<file path="src/rtl/core/ridtt_pkg.sv">
package ridtt_pkg;

   localparam int TABLE_SLOTS_DEF = 256;
   localparam int SEQ_W           = 8;

   typedef enum logic [1:0] {
      STAT_NEW      = 2'd0,
      STAT_FOUND    = 2'd1,
      STAT_REFUSED  = 2'd2,
      STAT_RELEASED = 2'd3
   } status_type;

   typedef enum logic {
      OP_ALLOC   = 1'b0,
      OP_RELEASE = 1'b1
   } op_type;

   typedef enum logic [2:0] {
      FSM_IDLE,
      FSM_SCAN,
      FSM_DECIDE,
      FSM_SEEK,
      FSM_RESP
   } fsm_type;

   typedef struct packed {
      logic [31:0]      ident;
      logic [SEQ_W-1:0] seq;
      logic [15:0]      kind;
      logic [15:0]      flags;
      logic [31:0]      handle;
   } slot_type;

   typedef struct packed {
      logic match;
      logic empty;
   } probe_type;

   typedef struct packed {
      status_type  status;
      logic [15:0] tag;
      logic [31:0] ident;
      logic [15:0] kind;
      logic [15:0] flags;
      logic [31:0] handle;
   } result_type;

endpackage

</file>
<file path="src/rtl/core/ridtt_cell.sv">
// One slot of the rotating table; probes its contents against the search key.
module ridtt_cell import ridtt_pkg::*; (
   input  logic        clock,
   input  logic        reset,
   input  slot_type    slot_in,
   input  logic [31:0] key,
   output slot_type    slot_out,
   output probe_type   probe
);

   slot_type slot_ff;

   always_ff @(posedge clock) begin
      if (reset) begin
         slot_ff <= '0;
      end else begin
         slot_ff <= slot_in;
      end
   end

   assign slot_out    = slot_ff;
   assign probe.match = (slot_ff.ident == key);
   assign probe.empty = (slot_ff.ident == 32'd0);

endmodule

</file>
<file path="config.mk">
export PLATFORM = sky130hd
export DESIGN_NAME = ridtt_cell
export DESIGN_NICKNAME = d
export VERILOG_FILES = /design/src/rtl/core/ridtt_pkg.sv /design/src/rtl/core/ridtt_cell.sv
export SDC_FILE = /design/constraint.sdc
export NUM_CORES = 1
export LEC_CHECK = 0
export ABC_CLOCK_PERIOD_IN_PS = 1750
export BUFFER_PORTS_ARGS = -buffer_cell sky130_fd_sc_hd__buf_2
export CORE_AREA = 5 5 92 94
export CTS_BUF_LIST = sky130_fd_sc_hd__clkbuf_8
export DETAILED_ROUTE_END_ITERATION = 12
export DIE_AREA = 0 0 97 99
export MAX_ROUTING_LAYER = met4
export PLACE_DENSITY = 0.85
export SETUP_SLACK_MARGIN = 0.2
export SLEW_MARGIN = 0
export SYNTH_ARGS = -nofsm -noshare
export SYNTH_HDL_FRONTEND = slang
export SYNTH_SLANG_ARGS = --single-unit
</file>
<file path="constraint.sdc">
create_clock -name clock -period 1.75 [get_ports clock]
set_input_delay 0.175 -clock clock [delete_from_list [all_inputs] [get_ports clock]]
set_output_delay 0.175 -clock clock [all_outputs]
set_load 0.005 [all_outputs]
</file>
==> impl_metrics.toml <==
[run_status]
status = "finished, violations left"
violations = "negative setup slack"

[setup_path]
path_buf_inv = 1
path_cells = "xor2_2 -> nor4_2 -> nand4_1 -> nor2_1 -> buf_2"
cp.arrival_ps = 1640
crit_path_max_incr_delay_ps = 360
cp-start-kind = "flip-flop"
crit_family = "simple AND/OR/NAND/NOR gates"
required_ps = 1570
critPathKind = "flip-flop to output pin"
end_kind = "output pin"
critical-path-slowest-cell = "dfxtp_2"
critPathMaxFanout = 3

[global_route]
antenna_found_initial = 4
grt_pass1_vias = 3055
grt_pass1_wl_um = 15500
grt.overflow.total = 0
grt_max_degree = 61
grt_use_total_pct = 21.7

[worst_hold_path]
hold_path_class = "input pin to flip-flop"
worstHoldStart = "slot_in[67]"
holdPathStages = 2
holdPathEnd = "slot_out[67]"

[pwr]
power_density_nw_per_um2 = 914
ir_drop_mv = 0.608
power_mw = 4.50
p_leak_nw = 2.50

[synthesis]
synth_cell_types = 8
ys_seq_elements = 104
yosysWarningCount = 0
postSynthCellCount = 273
syn_avg_cell_area_sq_um = 11.7
synth_nets = 411
seq_area_frac_synth_pct = 65.2
netlist_area_sq_um = 3200

[timing]
post-route-period-util_pct = 104
tightest_slew_ps = 413
fin_ws_ps = -68.6
slew_violations = 0
setup_violations = 1
clock.fmax_mhz = 550
min_period_ps = 1820
fin_setup_tns_ps = -68.6
relSlewSlack_pct = 72.5
hold_viol = 0
rsz0062_at_grt = "yes"

[die]
start_util_pct = 42.2
die_y_um = 99
ios = 244
core_area_sq_um = 7570
die_w_um = 97
fp-row-count = 32
dieArea_sq_um = 9600

[routing]
drtAntennaViolNets = 0
drt_iter0_drc = 34
routed_wl_um = 10500
firstDrtPassIters = 4
wl_per_cell_um = 16.2
drc_errors = 0
drt-vias-per-instance = 4.37
num_vias = 2814

[place]
gp_congestion = 0.999
dp_cells = 609
dp_slack_ps = 296
dp_hpwl_um = 8180
numPortBuffers = 243

[finish]
drive_above_1_share_pct = 50.7
fin_cells = 644
area_growth_pct = 54.1
nets = 671
largest_reg_flops = 104

[clock_tree]
cts_buffer_depth = 2
cts_htree_levels = 3
cts_tree = "done"
path_clk_slew_ps = 100
cts.sinks = 104
cts_buffers = 9
cts-root-buf = "clkbuf_8"

[run]
drv_cap = 0
[what timing repair did]
item / CTS / global route
endpoints found under the setup margin: 2 / 2
hold endpoints to repair: 13 / 1
setup buffers: 1 / 0
hold buffers: 13 / 1
pin swaps: 4 / 4
resized for setup: 5 / 8
[synthesized netlist by cell type]
library cell	count	area share, %
buf_2	7	1.1
nor2_1	2	0.24
nand4_1	4	0.78
xor2_1	32	8.8
clkbuf_1	4	0.47
nor2b_1	104	20
nor4_1	16	3.1
dfxtp_1	104	65
[power breakdown]
group	total [mW]	switching [mW]	internal (mW)
clock	1.40	0.818	0.577
combinational	0.546	0.226	0.320
sequential	2.56	0.0667	2.49
[cells in the final DEF (no fill, tap or decap)]
cell,count
dfxtp_2,5
nor4_4,1
inv_1,1
xor2_2,1
buf_12,1
clkbuf_8,10
diode_2,4
nor2_1,2
inv_8,1
nor2b_1,104
xor2_1,31
inv_6,2
dlygate4sd3_1,14
buf_2,242
clkinv_4,2
nand4_1,4
nor4_2,5
dfxtp_1,99
buf_4,3
nor4_1,10
[logic make-up (layout without fill, tap and decap cells)]
logic type | Yosys count | in the layout | share of synthesized area, %
flip-flops | 104 | 104 | 65.2
AND/OR/NAND/NOR | 126 | 126 | 24.5
XOR/XNOR | 32 | 32 | 8.77
other | 0 | 4 | 0
buffers and inverters | 11 | 276 | 1.57
[per-stage QoR]
stage / hold slack (ps) / util, % / instance area [sq um]
2_1_floorplan: 303 / - / 3200
3_3_place_gp: 382 / 59.7 / 4520
3_5_place_dp: 387 / 59.7 / 4520
4_1_cts: 0.745 / 64.3 / 4870
5_1_grt: 2.27 / 65.1 / 4920
6_report: 19.5 / 65.1 / 4920
[area by class of cell]
class	count	area, sq um
well taps	102	128
diodes	4	10.0
clock buffers	10	138
multi-input cells	158	1120
flip-flops and latches	104	2090
fillers	581	2640
repair buffers	260	1390
clock inverters	6	50.0
[worst max-delay path by stage]
| stage | startpoint | to | slack [ps] | cells after the start |
|---|---|---|---|---|
| global route | slot_out[74] | probe[1] | -130 | 5 |
| global placement | slot_out[87] | probe[1] | 320 | 5 |
| floorplan | slot_out[73] | probe[1] | 620 | 4 |
| CTS | slot_out[85] | probe[1] | -40 | 5 |
| detailed placement | slot_out[87] | probe[1] | 300 | 5 |
| finish | slot_out[74] | probe[1] | -70 | 5 |
[layer usage]
layer	part of all wire (%)	global-route usage, %
met5	0	-
met4	3.5	11.0
met3	9.9	8.63
met2	50	36.9
met1	37	21.5
Power figures use the tool's default switching activity.
